File: config.mk
export PLATFORM = sky130hd
export DESIGN_NAME = ffba_cell
export DESIGN_NICKNAME = d
export VERILOG_FILES = /design/src/rtl/assert_macros.svh /design/src/rtl/ffba_pkg.sv /design/src/rtl/ffba_cell.sv
export SDC_FILE = /design/constraint.sdc
export NUM_CORES = 1
export LEC_CHECK = 0
export CAP_MARGIN = 20
export CORE_ASPECT_RATIO = 1.4
export CORE_MARGIN = 2
export CORE_UTILIZATION = 25
export DETAILED_ROUTE_END_ITERATION = 12
export DONT_BUFFER_PORTS = 1
export HOLD_SLACK_MARGIN = 0.02
export PLACE_DENSITY_LB_ADDON = 0.25
export SKIP_CTS_REPAIR_TIMING = 1
export SYNTH_ARGS = -nofsm -noshare
export SYNTH_HDL_FRONTEND = slang
export SYNTH_SLANG_ARGS = --single-unit
File: constraint.sdc
create_clock -name clock -period 1.1 [get_ports clock]
set_input_delay 0.055 -clock clock [delete_from_list [all_inputs] [get_ports clock]]
set_output_delay 0.055 -clock clock [all_outputs]
set_load 0.01 [all_outputs]
File: src/rtl/assert_macros.svh
// Assertion macros used by the allocator sequencer.
`ifndef ASSERT_MACROS_SVH
`define ASSERT_MACROS_SVH

// Check a property on every clock edge outside reset.
`define FFBA_ASSERT(lbl, clk, rst, prop) \
   lbl: assert property (@(posedge clk) disable iff (rst) (prop)) \
      else $error("allocator assertion failed");

// Check that a condition implies a consequence in the same cycle.
`define FFBA_ASSERT_IMPL(lbl, clk, rst, ante, cons) \
   lbl: assert property (@(posedge clk) disable iff (rst) (ante) |-> (cons)) \
      else $error("allocator assertion failed");

`endif

File: src/rtl/ffba_pkg.sv
// Types and constants of the first-fit block allocator.
`default_nettype none
package ffba_pkg;

   localparam int DATA_W    = 32;
   localparam int MIB_W     = 12;
   localparam int SLACK_W   = 16;
   localparam int CSR_DW    = 16;
   localparam int MIB_SHIFT = 20;

   localparam logic [MIB_W-1:0]   MIB_RESET   = 12'd64;
   localparam logic [SLACK_W-1:0] SLACK_RESET = 16'd2048;

   // Register indexes of the configuration port.
   localparam logic CSR_SEGMENT = 1'b0;
   localparam logic CSR_SLACK   = 1'b1;

   // Operation codes of the request word.
   localparam logic OP_ALLOC = 1'b0;
   localparam logic OP_FREE  = 1'b1;

   // Status codes of the response word.
   localparam logic [1:0] ST_OK      = 2'd0;
   localparam logic [1:0] ST_NOFIT   = 2'd1;
   localparam logic [1:0] ST_BADFREE = 2'd2;

   typedef enum logic [1:0] {
      KIND_EMPTY = 2'd0,
      KIND_FREE  = 2'd1,
      KIND_USED  = 2'd2
   } kind_type;

   typedef struct packed {
      kind_type          kind;
      logic [DATA_W-1:0] addr;
      logic [DATA_W-1:0] size;
   } blk_type;

endpackage
`default_nettype wire

File: src/rtl/ffba_cell.sv
// One block cell of the rotating block ring.
`default_nettype none
module ffba_cell #(
   parameter int RKW        = 6,
   parameter int HEAD_BYTES = 64,
   parameter bit IS_FIRST   = 1'b0
) (
   input  wire logic                        clock,
   input  wire logic                        build,
   input  wire logic [ffba_pkg::DATA_W-1:0] seg_bytes,
   input  wire logic                        shift,
   input  wire ffba_pkg::blk_type           d_blk,
   input  wire logic [RKW-1:0]              d_rank,
   output      ffba_pkg::blk_type           q_blk,
   output      logic [RKW-1:0]              q_rank
);
   import ffba_pkg::*;

   blk_type        blk_ff;
   logic [RKW-1:0] rank_ff;

   // Load the initial segment on build, else take the neighbor's block
   always_ff @(posedge clock) begin
      if (build) begin
         if (IS_FIRST && (seg_bytes > DATA_W'(HEAD_BYTES))) begin
            blk_ff.kind <= KIND_FREE;
            blk_ff.addr <= DATA_W'(HEAD_BYTES);
            blk_ff.size <= seg_bytes - DATA_W'(HEAD_BYTES);
         end else begin
            blk_ff.kind <= KIND_EMPTY;
            blk_ff.addr <= '0;
            blk_ff.size <= '0;
         end
         rank_ff <= '0;
      end else if (shift) begin
         blk_ff  <= d_blk;
         rank_ff <= d_rank;
      end
   end

   assign q_blk  = blk_ff;
   assign q_rank = rank_ff;

endmodule
`default_nettype wire

=== Yosys cells after proc, flatten, opt, wreduce, memory -nomap -nowiden ===
Index checks and enable logic that the tools add are counted.
Widths: inputs -> output; s select.

* Bits in registers: 72
* Input port bits: 107
* Output and inout port bits: 72
* Word-level logic and storage cells: 4

=== Longest topological paths before layout ===
* Depth in word-level cells: 0
* Mapped depth: 4
* Gate-level depth less buffers: 2

=== Worst setup path before layout ===
No wires, ideal clock.

* Path kind: input port to flip-flop
* Start: input port shift
* End: register blk_ff (netlist bit q_blk[0])
* Setup time: 0.128 ns
* Data arrival time: 0.577 ns
* Required time: 0.972 ns
* Slack: 0.395 ns
* Cell stages on the path: 4
* Buffers on the path: 2
* Path through: buf_6 > buf_8 > mux2i_1 > nor2_1

{| class="wikitable"
|+ RTL lines
! element !! RTL line !! RTL
|-
| start, declared || ffba_cell.sv:11 || <nowiki>input wire logic shift,</nowiki>
|-
| end signal, assigned || ffba_cell.sv:36 || <nowiki>blk_ff <= d_blk;</nowiki>
|-
| end, declared || ffba_cell.sv:19 || <nowiki>blk_type blk_ff;</nowiki>
|}

=== Worst setup path after layout ===
* Start: register rank_ff[4] (netlist: q_rank[4])
* End: output port q_rank[4]

{| class="wikitable"
|+ RTL lines
! element !! RTL line !! RTL
|-
| start, declared || ffba_cell.sv:20 || <nowiki>logic [RKW-1:0] rank_ff;</nowiki>
|-
| start signal, assigned || ffba_cell.sv:37 || <nowiki>rank_ff <= d_rank;</nowiki>
|-
| end, declared || ffba_cell.sv:15 || <nowiki>output logic [RKW-1:0] q_rank</nowiki>
|}

No word-level cell between the ends.

==> impl_metrics.py <==
metrics = {
    "run_status": {
        "status": "finished with violations",
        "violations": "negative hold slack",
    },
    "detailed_routing": {
        "met3_length_um": 493,
        "route.met2.wl_um": 2560,
        "remaining_drc_errors": 0,
        "wire_per_inst_um": 13.7,
        "vias": 1564,
        "met1_length_um": 1790,
        "dr.max_layer_used": "met4",
        "via_per_inst": 4.28,
        "firstDrtPassIters": 4,
        "first_iter_violations": 46,
        "routed_wl_um": 5010,
        "ant_nets": 0,
    },
    "logic_synthesis": {
        "syn_area_um2": 2580,
        "syn_inst": 232,
        "yosys.area.top_type": "dfxtp_1",
        "synth_common_cells": "72 x dfxtp_1, 72 x mux2i_1, 72 x nor2_1",
        "yosysSeqAreaShare_pct": 55.9,
        "synth-main-ff-cell": "dfxtp_1",
        "syn-num-nets": 339,
        "synth_edf_count": 0,
        "synthTopCellsByArea": "dfxtp_1 56%, mux2i_1 28%, nor2_1 10%",
        "synth_top_area_share_pct": 55.9,
        "syn_area_per_cell_um2": 11.1,
        "synthDistinctLibCells": 8,
        "ys.warnings.count": 0,
        "async_reset_ff_share_pct": 0,
        "ys_ff_latch": 72,
    },
    "sta": {
        "setup_tns_ns": 0,
        "finalCritPeriodShare_pct": 71.3,
        "slew_viol_final": 0,
        "worst_pin_slew_ns": 0.147,
        "finalHoldWorstSlack_ns": -0.198,
        "setup-violations-final": 0,
        "max_freq_mhz": 1280,
        "slew_headroom_pct": 89.9,
        "min_period_ns": 0.784,
        "finalClockSkew_ns": 0,
        "rsz0062_at_grt": "false",
        "hold_viol_final": 72,
    },
    "worst_setup_path": {
        "cp-end-kind": "output pin",
        "worst-path-stages": 0,
        "cp_data_arrival_time_ns": 0.73,
        "worstPathRequired_ns": 1.04,
        "r2r_setup_slack_ns": 0.44,
        "reg2reg_depth": 2,
        "path_max_fanout": 2,
        "startpoint_type": "register",
        "crit_type": "register to output pin",
    },
    "power": {
        "ir_worst_vdd_v": 0.000641,
        "leakagePower_nw": 1.29,
        "p_per_area_nw_per_um2": 2020,
    },
    "die": {
        "die_h_um": 124,
        "ios": 179,
        "initial_utilization_pct": 25.9,
        "rows": 43,
        "dieArea_um2": 11200,
        "core_um2": 9950,
        "die_w_um": 89.9,
    },
    "clock_tree": {
        "cts_sinks": 72,
        "cts_made_buffers": 9,
        "h-tree-depth": 3,
        "clock_latency_ns": 0.32,
        "cts_root_buf": "clkbuf_16",
        "path_clk_slew_ns": 0.05,
        "cts_buffer_depth": 2,
        "tritoncts": "built",
    },
    "place": {
        "dp_hpwl_um": 3380,
        "numPlacedInstances": 351,
        "port_buffers": 0,
        "place.gp.congestion": 0.641,
    },
    "final_layout": {
        "n_antenna_cell": 0,
        "layout.nets": 334,
        "layout.cells.non_filler": 365,
        "drive_above_1_share_pct": 5.22,
        "area_growth_pct": 11.4,
    },
    "global_route": {
        "grt_usage_pct": 9.15,
        "grt_pass1_wl_um": 7960,
        "grt_max_degree": 73,
        "grt_remaining_overflow": 0,
        "antenna_found_initial": 0,
        "grt_pass1_vias": 1552,
    },
    "run": {
        "cap_viol_max_count": 0,
    },
    "worst_hold_path": {
        "holdPathStages": 1,
        "hold_class": "primary input to register",
    },
}
kinds of logic (layout without fill, tap and decap cells):
group / after synthesis / count (layout) / synth area share (%)
mux: 72 / 72 / 27.9
flops: 72 / 72 / 55.9
simple gates: 72 / 72 / 10.5
buf+inv: 16 / 14 / 5.72
per-layer routing:
metal	global-route usage [%]	up-vias
met5	0	-
met4	6.79	0
met3	5.27	13
met2	15.2	85
met1	8.13	715
li1	-	751
stage by stage:
stage | total power [mW] | hold slack [ns] | setup WS, ns | util (%) | area (um^2)
2_1_floorplan | 3.32 | 0.202 | 0.395 | - | 2580
3_3_place_gp | 3.24 | 0.134 | 0.470 | 26.1 | 2600
3_5_place_dp | 3.25 | 0.134 | 0.444 | 26.1 | 2600
4_1_cts | 5.96 | -0.223 | 0.291 | 28.9 | 2880
5_1_grt | 6.09 | -0.220 | 0.288 | 28.9 | 2880
6_report | 5.82 | -0.198 | 0.316 | 28.9 | 2880
cell usage in the layout (no fill, tap or decap):
cell type  count
mux2i_1       72
nor2_1        72
dfxtp_1       72
clkbuf_16      9
clkbuf_8       3
clkbuf_1       2
worst paths after layout:
kind,from,end
hold reg to reg,q_blk[62]$_SDFFE_PP0P_,q_blk[62]$_SDFFE_PP0P_
hold / removal,build,q_blk[18]$_SDFFE_PP0P_
setup reg to reg,q_blk[11]$_SDFFE_PP0P_,q_blk[11]$_SDFFE_PP0P_
setup / recovery,q_rank[4]$_SDFFE_PP0P_,q_rank[4]
power breakdown:
| group | internal, mW | switching (mW) | total, mW |
|---|---|---|---|
| logic | 0.156 | 0.0789 | 0.234 |
| clock network | 1.68 | 0.950 | 2.63 |
| registers | 2.77 | 0.177 | 2.95 |
| total | 4.61 | 1.21 | 5.82 |
registers in the layout (all words and copies together) (netlist names):
name,count
q_blk,66
q_rank,6
final cells by class:
| type | count | area (um^2) |
|---|---|---|
| Clock buffer | 14 | 274 |
| Tap cell | 135 | 169 |
| Sequential cell | 72 | 1440 |
| Fill cell | 1064 | 7080 |
| Multi-Input combinational cell | 144 | 991 |
Power figures use the tool's default switching activity.
