<file path="src/rtl/assert_macros.svh">
// Assertion macros used by the allocator sequencer.
`ifndef ASSERT_MACROS_SVH
`define ASSERT_MACROS_SVH

// Check a property on every clock edge outside reset.
`define FFBA_ASSERT(lbl, clk, rst, prop) \
   lbl: assert property (@(posedge clk) disable iff (rst) (prop)) \
      else $error("allocator assertion failed");

// Check that a condition implies a consequence in the same cycle.
`define FFBA_ASSERT_IMPL(lbl, clk, rst, ante, cons) \
   lbl: assert property (@(posedge clk) disable iff (rst) (ante) |-> (cons)) \
      else $error("allocator assertion failed");

`endif

</file>
<file path="src/rtl/ffba_pkg.sv">
// Types and constants of the first-fit block allocator.
`default_nettype none
package ffba_pkg;

   localparam int DATA_W    = 32;
   localparam int MIB_W     = 12;
   localparam int SLACK_W   = 16;
   localparam int CSR_DW    = 16;
   localparam int MIB_SHIFT = 20;

   localparam logic [MIB_W-1:0]   MIB_RESET   = 12'd64;
   localparam logic [SLACK_W-1:0] SLACK_RESET = 16'd2048;

   // Register indexes of the configuration port.
   localparam logic CSR_SEGMENT = 1'b0;
   localparam logic CSR_SLACK   = 1'b1;

   // Operation codes of the request word.
   localparam logic OP_ALLOC = 1'b0;
   localparam logic OP_FREE  = 1'b1;

   // Status codes of the response word.
   localparam logic [1:0] ST_OK      = 2'd0;
   localparam logic [1:0] ST_NOFIT   = 2'd1;
   localparam logic [1:0] ST_BADFREE = 2'd2;

   typedef enum logic [1:0] {
      KIND_EMPTY = 2'd0,
      KIND_FREE  = 2'd1,
      KIND_USED  = 2'd2
   } kind_type;

   typedef struct packed {
      kind_type          kind;
      logic [DATA_W-1:0] addr;
      logic [DATA_W-1:0] size;
   } blk_type;

endpackage
`default_nettype wire

</file>
<file path="src/rtl/ffba_if.sv">
// Request and response channel interfaces of the allocator.
`default_nettype none
interface ffba_req_if;
   import ffba_pkg::*;
   logic              valid;
   logic              ready;
   logic              op;
   logic [DATA_W-1:0] req_bytes;
   logic [DATA_W-1:0] free_addr;
   modport source (output valid, op, req_bytes, free_addr, input ready);
   modport sink (input valid, op, req_bytes, free_addr, output ready);
endinterface

interface ffba_rsp_if;
   import ffba_pkg::*;
   logic              valid;
   logic              ready;
   logic [1:0]        status;
   logic [DATA_W-1:0] grant_addr;
   logic [DATA_W-1:0] used_bytes;
   logic [DATA_W-1:0] free_bytes;
   modport source (output valid, status, grant_addr, used_bytes, free_bytes, input ready);
   modport sink (input valid, status, grant_addr, used_bytes, free_bytes, output ready);
endinterface
`default_nettype wire

</file>
<file path="src/rtl/ffba_ctrl.sv">
// Sequencer: size rounding, ring scans, ring update and byte counters.
`default_nettype none
`include "assert_macros.svh"
module ffba_ctrl #(
   parameter int MAX_BLOCKS   = 64,
   parameter int HEADER_BYTES = 48,
   parameter int ALIGN_BYTES  = 8,
   parameter int HEAD_BYTES   = 64,
   parameter int RKW          = $clog2(MAX_BLOCKS)
) (
   input  wire logic                        clock,
   input  wire logic                        reset,
   ffba_req_if.sink                         req_ch,
   ffba_rsp_if.source                       rsp_ch,
   input  wire logic                        csr_wr_en,
   input  wire logic                        csr_index,
   input  wire logic [ffba_pkg::CSR_DW-1:0] csr_wdata,
   output      logic                        build,
   output      logic [ffba_pkg::DATA_W-1:0] seg_bytes,
   output      logic                        shift,
   input  wire ffba_pkg::blk_type           head_blk,
   input  wire logic [RKW-1:0]              head_rank,
   output      ffba_pkg::blk_type           tail_blk,
   output      logic [RKW-1:0]              tail_rank
);
   import ffba_pkg::*;

   localparam int CW  = (MAX_BLOCKS > 1) ? $clog2(MAX_BLOCKS) : 1;
   localparam int FW  = $clog2(MAX_BLOCKS + 1);
   localparam int RW  = $clog2(ALIGN_BYTES) + 1;
   localparam int XW  = DATA_W + 1;
   localparam int NW  = DATA_W + 2;
   localparam int LOW_W = 16;
   localparam int YW  = 24;
   localparam int MW  = 31;
   localparam int RSH = 30;
   localparam int FOLD = (65536 % ALIGN_BYTES);
   localparam longint RECIP = (longint'(1) << RSH) / longint'(ALIGN_BYTES) + longint'(1);

   typedef enum logic [5:0] {
      ST_IDLE  = 6'b000001,
      ST_ROUND = 6'b000010,
      ST_SCAN  = 6'b000100,
      ST_NEXT  = 6'b001000,
      ST_UPD   = 6'b010000,
      ST_DONE  = 6'b100000
   } state_type;

   state_type state_ff, state_in;
   logic [CW-1:0] cnt_ff, cnt_in;
   logic [1:0]    step_ff, step_in;
   logic          last;

   logic [MIB_W-1:0]   seg_mib_ff;
   logic [SLACK_W-1:0] slack_ff;
   logic [DATA_W-1:0]  seg_bytes_q;

   logic              op_ff;
   logic [XW-1:0]     x_ff;
   logic [YW-1:0]     y_ff, y_in, q_ff, q_in;
   logic [NW-1:0]     need_ff, need_in;
   logic [DATA_W-1:0] fa_ff;

   // Search results
   logic              hit_ff, hit_in;
   logic              any_empty_ff, any_empty_in;
   logic [RKW-1:0]    best_rank_ff, best_rank_in;
   logic [DATA_W-1:0] best_addr_ff, best_addr_in;
   logic [DATA_W-1:0] best_size_ff, best_size_in;
   logic              placed_ff, placed_in;
   logic              pf_ff, pf_in, nf_ff, nf_in;
   logic [DATA_W-1:0] paddr_ff, paddr_in, psize_ff, psize_in;
   logic [RKW-1:0]    prank_ff, prank_in, nrank_ff, nrank_in;
   logic [DATA_W-1:0] nsize_ff, nsize_in;
   logic [DATA_W-1:0] baddr_ff, baddr_in, bsize_ff, bsize_in;

   logic [DATA_W-1:0] used_ff, free_ff;
   logic [FW-1:0]     fc_ff;
   logic              rsp_valid_ff;
   logic [1:0]        rsp_status_ff, status_ff, status_in;
   logic [DATA_W-1:0] rsp_grant_ff, rsp_used_ff, rsp_free_ff;

   logic              split;
   logic              upd_end;
   logic [YW+MW-1:0]  prod;
   logic [YW-1:0]     rem_full;
   logic [RW-1:0]     rem_w;
   logic [DATA_W-1:0] naddr;
   logic [DATA_W-1:0] merged;
   logic [1:0]        nm;
   logic [1:0]        dec;

   assign last    = (cnt_ff == CW'(MAX_BLOCKS - 1));
   assign upd_end = (state_ff == ST_UPD) && last;
   assign naddr   = baddr_ff + bsize_ff;
   assign nm      = {1'b0, nf_ff} + {1'b0, pf_ff};
   assign merged  = bsize_ff + (nf_ff ? nsize_ff : '0);
   assign split   = any_empty_ff &&
                    ({3'b000, best_size_ff} > ({1'b0, need_ff} + {19'd0, slack_ff}));

   // Configuration writes and rebuild of the segment
   assign build     = reset || (csr_wr_en && (csr_index == CSR_SEGMENT));
   assign seg_bytes = reset ? {MIB_RESET, {MIB_SHIFT{1'b0}}}
                            : {csr_wdata[MIB_W-1:0], {MIB_SHIFT{1'b0}}};
   assign seg_bytes_q = {seg_mib_ff, {MIB_SHIFT{1'b0}}};

   always_ff @(posedge clock) begin
      if (reset) begin
         seg_mib_ff <= MIB_RESET;
         slack_ff   <= SLACK_RESET;
      end else if (csr_wr_en) begin
         case (csr_index)
            CSR_SEGMENT: seg_mib_ff <= csr_wdata[MIB_W-1:0];
            CSR_SLACK:   slack_ff   <= csr_wdata[SLACK_W-1:0];
            default:     seg_mib_ff <= seg_mib_ff;
         endcase
      end
   end

   assign req_ch.ready = (state_ff == ST_IDLE);
   assign shift = (state_ff == ST_SCAN) || (state_ff == ST_NEXT) || (state_ff == ST_UPD);

   // Alignment remainder: fold the upper half, then reciprocal multiply
   assign prod     = {{MW{1'b0}}, y_ff} * {{YW{1'b0}}, MW'(RECIP)};
   assign rem_full = y_ff - (q_ff * YW'(ALIGN_BYTES));
   assign rem_w    = rem_full[RW-1:0];

   // Sequencer and search bookkeeping
   always_comb begin
      state_in     = state_ff;
      cnt_in       = cnt_ff;
      step_in      = step_ff;
      y_in         = y_ff;
      q_in         = q_ff;
      need_in      = need_ff;
      hit_in       = hit_ff;
      any_empty_in = any_empty_ff;
      best_rank_in = best_rank_ff;
      best_addr_in = best_addr_ff;
      best_size_in = best_size_ff;
      placed_in    = placed_ff;
      pf_in        = pf_ff;
      nf_in        = nf_ff;
      paddr_in     = paddr_ff;
      psize_in     = psize_ff;
      prank_in     = prank_ff;
      nrank_in     = nrank_ff;
      nsize_in     = nsize_ff;
      baddr_in     = baddr_ff;
      bsize_in     = bsize_ff;
      status_in    = status_ff;
      case (state_ff)
         ST_IDLE: begin
            if (req_ch.valid) begin
               hit_in       = 1'b0;
               any_empty_in = 1'b0;
               placed_in    = 1'b0;
               pf_in        = 1'b0;
               nf_in        = 1'b0;
               step_in      = '0;
               status_in    = ST_OK;
               state_in     = (req_ch.op == OP_ALLOC) ? ST_ROUND : ST_SCAN;
            end
         end
         ST_ROUND: begin
            step_in = step_ff + 1'b1;
            if (step_ff == 2'd0) begin
               y_in = YW'(x_ff[XW-1:LOW_W]) * YW'(FOLD) + YW'(x_ff[LOW_W-1:0]);
            end else if (step_ff == 2'd1) begin
               q_in = prod[RSH+YW-1:RSH];
            end else begin
               need_in  = (rem_w == '0) ? {1'b0, x_ff}
                          : {1'b0, x_ff} + NW'(ALIGN_BYTES) - NW'(rem_w);
               state_in = ST_SCAN;
            end
         end
         ST_SCAN: begin
            if (op_ff == OP_ALLOC) begin
               if (head_blk.kind == KIND_EMPTY) begin
                  any_empty_in = 1'b1;
               end
               if ((head_blk.kind == KIND_FREE) && ({2'b00, head_blk.size} >= need_ff) &&
                   (!hit_ff || (head_rank < best_rank_ff))) begin
                  hit_in       = 1'b1;
                  best_rank_in = head_rank;
                  best_addr_in = head_blk.addr;
                  best_size_in = head_blk.size;
               end
            end else begin
               if ((head_blk.kind == KIND_USED) &&
                   (({1'b0, head_blk.addr} + XW'(HEADER_BYTES)) == {1'b0, fa_ff})) begin
                  hit_in   = 1'b1;
                  baddr_in = head_blk.addr;
                  bsize_in = head_blk.size;
               end
               if ((head_blk.kind == KIND_FREE) &&
                   (({2'b00, head_blk.addr} + {2'b00, head_blk.size} + NW'(HEADER_BYTES))
                    == {2'b00, fa_ff})) begin
                  pf_in    = 1'b1;
                  paddr_in = head_blk.addr;
                  psize_in = head_blk.size;
                  prank_in = head_rank;
               end
            end
            cnt_in = cnt_ff + 1'b1;
            if (last) begin
               cnt_in = '0;
               if (!hit_in) begin
                  status_in = (op_ff == OP_ALLOC) ? ST_NOFIT : ST_BADFREE;
                  state_in  = ST_DONE;
               end else begin
                  state_in = (op_ff == OP_ALLOC) ? ST_UPD : ST_NEXT;
               end
            end
         end
         ST_NEXT: begin
            if ((head_blk.kind == KIND_FREE) && (head_blk.addr == naddr)) begin
               nf_in    = 1'b1;
               nsize_in = head_blk.size;
               nrank_in = head_rank;
            end
            cnt_in = cnt_ff + 1'b1;
            if (last) begin
               cnt_in   = '0;
               state_in = ST_UPD;
            end
         end
         ST_UPD: begin
            if ((op_ff == OP_ALLOC) && split && (head_blk.kind == KIND_EMPTY)) begin
               placed_in = 1'b1;
            end
            cnt_in = cnt_ff + 1'b1;
            if (last) begin
               cnt_in   = '0;
               state_in = ST_DONE;
            end
         end
         ST_DONE: begin
            if (!rsp_valid_ff || rsp_ch.ready) begin
               state_in = ST_IDLE;
            end
         end
         default: state_in = ST_IDLE;
      endcase
   end

   // Rewrite the block leaving the ring head during the update pass
   always_comb begin
      tail_blk  = head_blk;
      tail_rank = head_rank;
      dec       = {1'b0, nf_ff && (head_rank > nrank_ff)} +
                  {1'b0, pf_ff && (head_rank > prank_ff)};
      if (state_ff == ST_UPD) begin
         if (op_ff == OP_ALLOC) begin
            if ((head_blk.kind == KIND_FREE) && (head_rank == best_rank_ff)) begin
               tail_blk.kind = KIND_USED;
               if (split) begin
                  tail_blk.size = need_ff[DATA_W-1:0];
               end
            end else if ((head_blk.kind == KIND_FREE) && (head_rank > best_rank_ff)) begin
               tail_rank = head_rank - 1'b1;
            end else if ((head_blk.kind == KIND_EMPTY) && split && !placed_ff) begin
               tail_blk.kind = KIND_FREE;
               tail_blk.addr = best_addr_ff + need_ff[DATA_W-1:0];
               tail_blk.size = best_size_ff - need_ff[DATA_W-1:0];
               tail_rank     = RKW'(fc_ff - 1'b1);
            end
         end else begin
            if ((head_blk.kind == KIND_USED) && (head_blk.addr == baddr_ff)) begin
               if (pf_ff) begin
                  tail_blk.kind = KIND_EMPTY;
               end else begin
                  tail_blk.kind = KIND_FREE;
                  tail_blk.size = merged;
                  tail_rank     = RKW'(fc_ff - FW'(nm));
               end
            end else if (pf_ff && (head_blk.kind == KIND_FREE) &&
                         (head_blk.addr == paddr_ff)) begin
               tail_blk.size = psize_ff + merged;
               tail_rank     = RKW'(fc_ff - FW'(nm));
            end else if (nf_ff && (head_blk.kind == KIND_FREE) &&
                         (head_blk.addr == naddr)) begin
               tail_blk.kind = KIND_EMPTY;
            end else if (head_blk.kind == KIND_FREE) begin
               tail_rank = head_rank - RKW'(dec);
            end
         end
      end
   end

   // Control state
   always_ff @(posedge clock) begin
      if (reset) begin
         state_ff     <= ST_IDLE;
         cnt_ff       <= '0;
         rsp_valid_ff <= 1'b0;
      end else begin
         state_ff <= state_in;
         cnt_ff   <= cnt_in;
         if ((state_ff == ST_DONE) && (!rsp_valid_ff || rsp_ch.ready)) begin
            rsp_valid_ff <= 1'b1;
         end else if (rsp_ch.ready) begin
            rsp_valid_ff <= 1'b0;
         end
      end
   end

   // Byte counters and free list length
   always_ff @(posedge clock) begin
      if (build) begin
         used_ff <= '0;
         free_ff <= seg_bytes;
         fc_ff   <= (seg_bytes > DATA_W'(HEAD_BYTES)) ? FW'(1) : FW'(0);
      end else if (upd_end) begin
         if (op_ff == OP_ALLOC) begin
            if (split) begin
               used_ff <= used_ff + need_ff[DATA_W-1:0];
               free_ff <= free_ff - need_ff[DATA_W-1:0];
            end else begin
               used_ff <= used_ff + best_size_ff;
               free_ff <= free_ff - best_size_ff;
               fc_ff   <= fc_ff - 1'b1;
            end
         end else begin
            used_ff <= used_ff - bsize_ff;
            free_ff <= free_ff + bsize_ff;
            fc_ff   <= fc_ff + 1'b1 - FW'(nm);
         end
      end
   end

   // Payload and search registers
   always_ff @(posedge clock) begin
      if ((state_ff == ST_IDLE) && req_ch.valid) begin
         op_ff <= req_ch.op;
         x_ff  <= {1'b0, req_ch.req_bytes} + XW'(HEADER_BYTES);
         fa_ff <= req_ch.free_addr;
      end
      step_ff      <= step_in;
      y_ff         <= y_in;
      q_ff         <= q_in;
      need_ff      <= need_in;
      hit_ff       <= hit_in;
      any_empty_ff <= any_empty_in;
      best_rank_ff <= best_rank_in;
      best_addr_ff <= best_addr_in;
      best_size_ff <= best_size_in;
      placed_ff    <= placed_in;
      pf_ff        <= pf_in;
      nf_ff        <= nf_in;
      paddr_ff     <= paddr_in;
      psize_ff     <= psize_in;
      prank_ff     <= prank_in;
      nrank_ff     <= nrank_in;
      nsize_ff     <= nsize_in;
      baddr_ff     <= baddr_in;
      bsize_ff     <= bsize_in;
      status_ff    <= status_in;
      if ((state_ff == ST_DONE) && (!rsp_valid_ff || rsp_ch.ready)) begin
         rsp_status_ff <= status_ff;
         rsp_grant_ff  <= ((op_ff == OP_ALLOC) && (status_ff == ST_OK))
                          ? best_addr_ff + DATA_W'(HEADER_BYTES) : '0;
         rsp_used_ff   <= used_ff;
         rsp_free_ff   <= free_ff;
      end
   end

   assign rsp_ch.valid      = rsp_valid_ff;
   assign rsp_ch.status     = rsp_status_ff;
   assign rsp_ch.grant_addr = rsp_grant_ff;
   assign rsp_ch.used_bytes = rsp_used_ff;
   assign rsp_ch.free_bytes = rsp_free_ff;

   `FFBA_ASSERT(a_totals_sum, clock, reset, (used_ff + free_ff) == seg_bytes_q)
   `FFBA_ASSERT(a_free_count, clock, reset, fc_ff <= FW'(MAX_BLOCKS))
   `FFBA_ASSERT_IMPL(a_idle_aligned, clock, reset, state_ff == ST_IDLE, cnt_ff == '0)

endmodule
`default_nettype wire

</file>
<file path="src/flat_wrapper.sv">
// flat-port wrapper written by rule: the top's interface ports become plain ports
module ffba_ctrl_flat import ffba_pkg::*;
#(
   parameter int MAX_BLOCKS   = 64,
   parameter int HEADER_BYTES = 48,
   parameter int ALIGN_BYTES  = 8,
   parameter int HEAD_BYTES   = 64,
   parameter int RKW          = $clog2(MAX_BLOCKS)
)
  (clock, reset, csr_wr_en, csr_index, csr_wdata, build, seg_bytes, shift, head_blk, head_rank, tail_blk, tail_rank, req_ch_valid, req_ch_op, req_ch_req_bytes, req_ch_free_addr, req_ch_ready, rsp_ch_valid, rsp_ch_status, rsp_ch_grant_addr, rsp_ch_used_bytes, rsp_ch_free_bytes, rsp_ch_ready);
  ffba_req_if req_ch_i ();
  ffba_rsp_if rsp_ch_i ();
  input  wire logic clock;
  input  wire logic reset;
  input  wire logic csr_wr_en;
  input  wire logic csr_index;
  input  wire logic [ffba_pkg::CSR_DW-1:0] csr_wdata;
  output      logic build;
  output      logic [ffba_pkg::DATA_W-1:0] seg_bytes;
  output      logic shift;
  input  wire ffba_pkg::blk_type head_blk;
  input  wire logic [RKW-1:0] head_rank;
  output      ffba_pkg::blk_type tail_blk;
  output      logic [RKW-1:0] tail_rank;
  input wire logic [$bits(req_ch_i.valid)-1:0] req_ch_valid;
  input wire logic [$bits(req_ch_i.op)-1:0] req_ch_op;
  input wire logic [$bits(req_ch_i.req_bytes)-1:0] req_ch_req_bytes;
  input wire logic [$bits(req_ch_i.free_addr)-1:0] req_ch_free_addr;
  output wire logic [$bits(req_ch_i.ready)-1:0] req_ch_ready;
  output wire logic [$bits(rsp_ch_i.valid)-1:0] rsp_ch_valid;
  output wire logic [$bits(rsp_ch_i.status)-1:0] rsp_ch_status;
  output wire logic [$bits(rsp_ch_i.grant_addr)-1:0] rsp_ch_grant_addr;
  output wire logic [$bits(rsp_ch_i.used_bytes)-1:0] rsp_ch_used_bytes;
  output wire logic [$bits(rsp_ch_i.free_bytes)-1:0] rsp_ch_free_bytes;
  input wire logic [$bits(rsp_ch_i.ready)-1:0] rsp_ch_ready;
  assign req_ch_i.valid = req_ch_valid;
  assign req_ch_i.op = req_ch_op;
  assign req_ch_i.req_bytes = req_ch_req_bytes;
  assign req_ch_i.free_addr = req_ch_free_addr;
  assign req_ch_ready = req_ch_i.ready;
  assign rsp_ch_valid = rsp_ch_i.valid;
  assign rsp_ch_status = rsp_ch_i.status;
  assign rsp_ch_grant_addr = rsp_ch_i.grant_addr;
  assign rsp_ch_used_bytes = rsp_ch_i.used_bytes;
  assign rsp_ch_free_bytes = rsp_ch_i.free_bytes;
  assign rsp_ch_i.ready = rsp_ch_ready;
  ffba_ctrl #(.MAX_BLOCKS(MAX_BLOCKS), .HEADER_BYTES(HEADER_BYTES), .ALIGN_BYTES(ALIGN_BYTES), .HEAD_BYTES(HEAD_BYTES), .RKW(RKW)) u_core (.clock(clock), .reset(reset), .req_ch(req_ch_i), .rsp_ch(rsp_ch_i), .csr_wr_en(csr_wr_en), .csr_index(csr_index), .csr_wdata(csr_wdata), .build(build), .seg_bytes(seg_bytes), .shift(shift), .head_blk(head_blk), .head_rank(head_rank), .tail_blk(tail_blk), .tail_rank(tail_rank));
endmodule
</file>
<file path="config.mk">
export PLATFORM = sky130hd
export DESIGN_NAME = ffba_ctrl_flat
export DESIGN_NICKNAME = d
export VERILOG_FILES = /design/src/rtl/ffba_pkg.sv /design/src/rtl/ffba_if.sv /design/src/rtl/ffba_ctrl.sv /design/src/flat_wrapper.sv
export VERILOG_INCLUDE_DIRS = /design/src /design/src/rtl
export SDC_FILE = /design/constraint.sdc
export NUM_CORES = 2
export LEC_CHECK = 0
export ABC_AREA = 1
export BUFFER_PORTS_ARGS = -buffer_cell sky130_fd_sc_hd__buf_2
export CAP_MARGIN = 15
export CELL_PAD_IN_SITES_DETAIL_PLACEMENT = 0
export CELL_PAD_IN_SITES_GLOBAL_PLACEMENT = 1
export CORE_ASPECT_RATIO = 1.75
export CORE_UTILIZATION = 46
export DETAILED_ROUTE_END_ITERATION = 12
export PLACE_DENSITY = 0.78
export REMOVE_ABC_BUFFERS = 1
export SLEW_MARGIN = 20
export SYNTH_ARGS = -nofsm -noshare
export SYNTH_HDL_FRONTEND = slang
export SYNTH_SLANG_ARGS = --single-unit
</file>
<file path="constraint.sdc">
create_clock -name clock -period 9.53 [get_ports clock]
set_clock_uncertainty 0.1 [all_clocks]
set_input_delay 0.4765 -clock clock [delete_from_list [all_inputs] [get_ports clock]]
set_output_delay 0.4765 -clock clock [all_outputs]
set_load 0.005 [all_outputs]
</file>
* Word-level counts from Yosys, hierarchy flattened
Cells that the tools add are included.
** Operators by class
- Add/subtract/negate cells :: 30
- Multipliers :: 1
- Magnitude comparators :: 7
- Eq/ne operators :: 31
- Muxes and demuxes :: 77
- Bitwise logic cells :: 4
- Reduce and logical (&&, ||, !) cells :: 60
** Operators by type and width (number)
- $mux W32 :: 16
- $add A32 B32 Y32 :: 7
- $mux W66 :: 3
- $sub A32 B32 Y32 :: 4
- $mux W6 :: 19
- $eq A32 B32 Y1 :: 3
- $add A32 B6 Y33 const B :: 2
- $pmux W6 S6 :: 1
- $add A34 B16 Y35 :: 1
- $gt A32 B35 Y1 :: 1
- $add A33 B4 Y34 const B :: 1
- $add A34 B6 Y34 const B :: 1
- $eq A34 B32 Y1 :: 1
- $ge A32 B34 Y1 :: 1
- $sub A34 B4 Y34 :: 1
- $add A32 B32 Y33 :: 1
- $eq A33 B32 Y1 :: 1
- $mux W33 :: 1
- $add A32 B6 Y32 const B :: 1
- $gt A32 B7 Y1 const B :: 1
- $mul A16 B28 Y31 const B :: 1
- $mux W7 :: 4
- $logic_and A1 B1 Y1 :: 24
- $reduce_and A3 Y1 :: 7
- other kinds (39) :: 107
** Word-level totals
- Register bits after elaboration :: 566
- Input bits :: 159
- Word-level logic and storage cells :: 245

* Logic depth before layout (Yosys ltp)
- Depth after elaboration :: 10
- Mapped depth :: 55
- Mapped depth without buffers :: 54

* Worst setup path after synthesis
No wires, ideal clock.
- Kind :: input to register
- Start point :: input port head_blk[36] in the netlist's numbering
- End point :: register u_core.baddr_ff[0], enable pin
- Library setup time :: 0.565 ns
- Arrival time :: 6.964 ns
- Required time :: 8.865 ns
- Path slack :: 1.901 ns
- Cell stages on the path :: 17
- Buffers on the path :: 1
- Path through :: clkbuf_1 > inv_2 > ha_1 > inv_1 > nand3_1 > nor2_1 > nand2_1 > xor2_1 > xor2_1 > nand3_1 > nor4_1 > o211ai_1 > nor3_1 > nand2_1 > nor3_1 > nand2_1 > nor3_1
** On the way
- Longest elaborated chain between the ends :: 4
** Ends and longest elaborated chain
- start: declaration :: RTL line flat_wrapper.sv:21 : input wire ffba_pkg::blk_type head_blk;
- $add A32 B6 Y33 :: RTL line ffba_ctrl.sv:191 : (({1'b0, head_blk.addr} + XW'(HEADER_BYTES)) == {1'b0, fa_ff})) begin
- $eq A33 B32 Y1 :: RTL line ffba_ctrl.sv:191
- $logic_and A1 B1 Y1 :: RTL line ffba_ctrl.sv:190 : if ((head_blk.kind == KIND_USED) &&
- $reduce_and A3 Y1 (no source line)
- end signal: assignment :: RTL line ffba_ctrl.sv:356 : baddr_ff <= baddr_in;
- end: declaration :: RTL line ffba_ctrl.sv:75 : logic [DATA_W-1:0] baddr_ff, baddr_in, bsize_ff, bsize_in;
Every way passes these cells.
A chain may end at the register's enable or synchronous reset.

==> out/summary.json <==
{
  "timing.critical_path.from": {"value": "u_core.nf_ff$_DFFE_PP_"},
  "setup-violations-final": {"value": 0},
  "unrepaired_setup_endpoints_after_global_routing": {"value": "no"},
  "post_synth_top_area_share": {"value": 31.7, "unit": "%"},
  "detailed_place_hpwl": {"value": 166000, "unit": "um"},
  "largest_register_ffs": {"value": 34},
  "critPathMaxFanout": {"value": 16},
  "top_level_ports": {"value": 365},
  "synth_sequential_area_ratio": {"value": 34.4, "unit": "%"},
  "route.antenna.remaining_nets": {"value": 0},
  "cts_buffers": {"value": 57},
  "ys_ff_latch": {"value": 553},
  "reg2reg_to": {"value": "u_core.free_ff[29]$_DFFE_PP_"},
  "grt_overflow": {"value": 0},
  "cts.sink_count": {"value": 553},
  "hp-class": {"value": "in2reg"},
  "flow.area_growth_from_synthesis": {"value": 13.0, "unit": "%"},
  "drt_wl_total": {"value": 204000, "unit": "um"},
  "critical-path-top-cell-by-count": {"value": "sky130_fd_sc_hd__o21ai_0"},
  "drive_gt1_share": {"value": 9.90, "unit": "%"},
  "reg2regPathDepth": {"value": 52},
  "initial_core_util": {"value": 46.3, "unit": "%"},
  "number_of_placement_rows": {"value": 154},
  "regMostFlops": {"value": "u_core.need_ff"},
  "tightestPinTransition": {"value": 1.18, "unit": "ns"},
  "layout_top_registers": {"value": "u_core.need_ff (34), u_core.x_ff (33)"},
  "post-synth-top-area-cell": {"value": "sky130_fd_sc_hd__edfxtp_1"},
  "power.ir.vdd_worst": {"value": 174, "unit": "uV"},
  "setup-tns-final": {"value": 0, "unit": "ns"},
  "path_clk_slew": {"value": 0.06, "unit": "ns"},
  "clock-root-buffer": {"value": "sky130_fd_sc_hd__clkbuf_16"},
  "final_min_period_over_clock_period": {"value": 96.3, "unit": "%"},
  "reg2reg_slack": {"value": 0.68, "unit": "ns"},
  "globalRouteMet3Util": {"value": 5.19, "unit": "%"},
  "drt_iter0_drc": {"value": 3028},
  "synth_async_sr_flop_share": {"value": 0, "unit": "%"},
  "netlist-cell-type-count": {"value": 73},
  "drtPass1Iterations": {"value": 7},
  "ys_top_cells_by_area": {"value": "sky130_fd_sc_hd__edfxtp_1 (32%), sky130_fd_sc_hd__ha_1 (11%), sky130_fd_sc_hd__nand2_1 (9.9%)"},
  "critPathMaxStageDelay": {"value": 0.96, "unit": "ns"},
  "worst_setup_path_end_kind": {"value": "output pin"},
  "cts.htree.levels": {"value": 2},
  "postSynthAreaPerCell": {"value": 7.63, "unit": "um^2"},
  "clock_latency_on_the_worst_skew_pair": {"value": 0.71, "unit": "ns"},
  "total_standard_cell_area_after_synthesis": {"value": 46600, "unit": "um^2"},
  "grtUsageMet1": {"value": 38.2, "unit": "%"},
  "worst_path_required_time": {"value": 8.95, "unit": "ns"},
  "timing.setup.critical_path_class": {"value": "reg2out"},
  "die_outline_width": {"value": 243, "unit": "um"},
  "fmaxAchievable": {"value": 0.109, "unit": "GHz"},
  "placement.io_buffers": {"value": 344},
  "antenna_violations_before_repair": {"value": 14},
  "placeableCoreArea": {"value": 101000, "unit": "um^2"},
  "leakagePower": {"value": 24.0, "unit": "nW"},
  "hold_path.startpoint": {"value": "req_ch_req_bytes[16]"},
  "synth-edff-count": {"value": 492},
  "p_per_area": {"value": 175, "unit": "nW/um^2"},
  "global_route.peak_usage_layer": {"value": "met2"},
  "cp-start-kind": {"value": "flip-flop"},
  "endpoint": {"value": "tail_blk[23]"},
  "first_global_vias": {"value": 45500},
  "drt_via_density": {"value": 5.76},
  "outcome": {"value": "complete, no violations"},
  "drc": {"value": 0},
  "vertical_die_dimension": {"value": 423, "unit": "um"},
  "slew_headroom": {"value": 20.7, "unit": "%"},
  "utilization": {"value": 52.3, "unit": "%"},
  "netlist_top_cells_count": {"value": "sky130_fd_sc_hd__nand2_1 (1230), sky130_fd_sc_hd__inv_1 (819), sky130_fd_sc_hd__nor2_1 (579)"},
  "cts_tree": {"value": "built"},
  "crit_path_dat": {"value": 8.60, "unit": "ns"},
  "pin_count_of_the_biggest_net_entering_global_routing": {"value": 65},
  "ys.flop_type": {"value": "sky130_fd_sc_hd__edfxtp_1"},
  "cap_violations": {"value": 0},
  "cp_slowest_cell": {"value": "sky130_fd_sc_hd__o21ai_0"},
  "timing.final.hold_violations": {"value": 0},
  "clock_tree.buffer_depth": {"value": 3},
  "avgRoutedWirePerCell": {"value": 25.9, "unit": "um"},
  "via_count": {"value": 45500},
  "nNetsFinal": {"value": 7102},
  "grtUsageMet2": {"value": 70.7, "unit": "%"},
  "grt_first_pass_wirelength": {"value": 292000, "unit": "um"},
  "drv_slew": {"value": 0},
  "die_area": {"value": 103000, "unit": "um^2"},
  "layout_min_cycle_time": {"value": 9.18, "unit": "ns"},
  "globalRouteTotalUtil": {"value": 39.3, "unit": "%"},
  "yosys_warnings": {"value": 0},
  "globalplace.congestion": {"value": 1.05},
  "yosysMostFrequentCell": {"value": "sky130_fd_sc_hd__nand2_1"},
  "r2r_start": {"value": "u_core.need_ff[0]$_DFFE_PP_"},
  "post_synth_inst_count": {"value": 6106}
}
metal layers:
metal	routed length, um	part of all wire [%]
met1	68000	33
met2	102000	50
met3	11000	5.4
met4	23500	11
met5	105	0.051
worst max-delay path: cells and delay by family, from the launching register on:
| family | cells | cell delay (ns) |
|---|---|---|
| AO/OA/AOI/OAI | 14 | 4.51 |
| buffers and inverters | 6 | 0.96 |
| flip-flops | 1 | 0.80 |
| XOR/XNOR | 1 | 0.70 |
| adder cells (fa/ha/maj) | 2 | 0.64 |
| AND/OR/NAND/NOR | 3 | 0.24 |
power by group:
| part | leakage, nW | internal [mW] | switching, mW |
|---|---|---|---|
| clock | 0.927 | 1.27 | 1.11 |
| combinational | 18.0 | 1.22 | 2.54 |
| sequential | 5.03 | 2.90 | 0.185 |
| total | 24.0 | 5.39 | 3.84 |
logic make-up after synthesis:
family / Yosys count / synth area share [%]
adders and majority gates: 424 / 11.6
and+or+nand+nor: 2503 / 23.2
DFF: 553 / 34.4
AOI/OAI and AO/OA: 1267 / 15.5
muxes: 3 / 0.0672
other: 1 / 0.00805
buffers and inverters: 972 / 8.07
xor gates and xnor gates: 383 / 7.26
stage by stage:
stage               hold slack [ns]  std cells  setup WS (ns)  total power, mW  instance area (um^2)
floorplan                     0.308       5983           1.25             5.47                 46000
global placement              0.315       7725          0.242             6.76                 50000
detailed placement            0.315       7725          0.116             6.79                 50000
CTS                         0.00192       7893         0.0504             9.19                 52600
global route                 0.0312       7895         0.0315             9.69                 52600
finish                       0.0437       7900          0.352             9.23                 52600
how the worst min path moves through the flow:
| stage | to | cells after the start | slack, ns |
|---|---|---|---|
| 2_1_floorplan | u_core.rsp_ch.used_bytes[0]$_DFFE_PP_ | 0 | 0.31 |
| 3_3_place_gp | u_core.rsp_ch.used_bytes[0]$_DFFE_PP_ | 0 | 0.32 |
| 4_1_cts | u_core.slack_ff[5]$_SDFFE_PP0P_ | 3 | 0.002 |
| 3_5_place_dp | u_core.rsp_ch.used_bytes[0]$_DFFE_PP_ | 0 | 0.31 |
| 6_report | u_core.x_ff[16]$_DFFE_PP_ | 2 | 0.04 |
| 5_1_grt | u_core.x_ff[16]$_DFFE_PP_ | 2 | 0.03 |
cell type report:
| class | instances | area (um^2) |
|---|---|---|
| fillers | 10000 | 48000 |
| multi-input cells | 4600 | 27000 |
| diodes | 6 | 15.0 |
| clock buffers | 66 | 1480 |
| repair buffers | 477 | 2900 |
| flip-flops and latches | 553 | 16000 |
| well taps | 1326 | 1660 |
| clock inverters | 42 | 454 |
| inverters | 830 | 3120 |
cell usage in the layout (no fill, tap or decap), types with 71 or more instances in the layout:
master / count
sky130_fd_sc_hd__buf_4: 71
sky130_fd_sc_hd__edfxtp_1: 492
sky130_fd_sc_hd__nand4_1: 109
sky130_fd_sc_hd__o21ai_0: 437
sky130_fd_sc_hd__nor2_1: 567
sky130_fd_sc_hd__xnor2_1: 124
sky130_fd_sc_hd__nand2_1: 1230
sky130_fd_sc_hd__nand3_1: 279
sky130_fd_sc_hd__nor3_1: 101
sky130_fd_sc_hd__a21oi_1: 491
sky130_fd_sc_hd__ha_1: 411
sky130_fd_sc_hd__buf_2: 344
sky130_fd_sc_hd__inv_1: 817
sky130_fd_sc_hd__xor2_1: 257
what timing repair did:
item | CTS | global route
setup endpoints to repair | 0 | 17
gates resized for setup | 0 | 9
hold buffers | 60 | 0
hold endpoints to repair | 60 | 0
buffers inserted | 0 | 1
No activity file was read; power rests on OpenSTA's default activity.
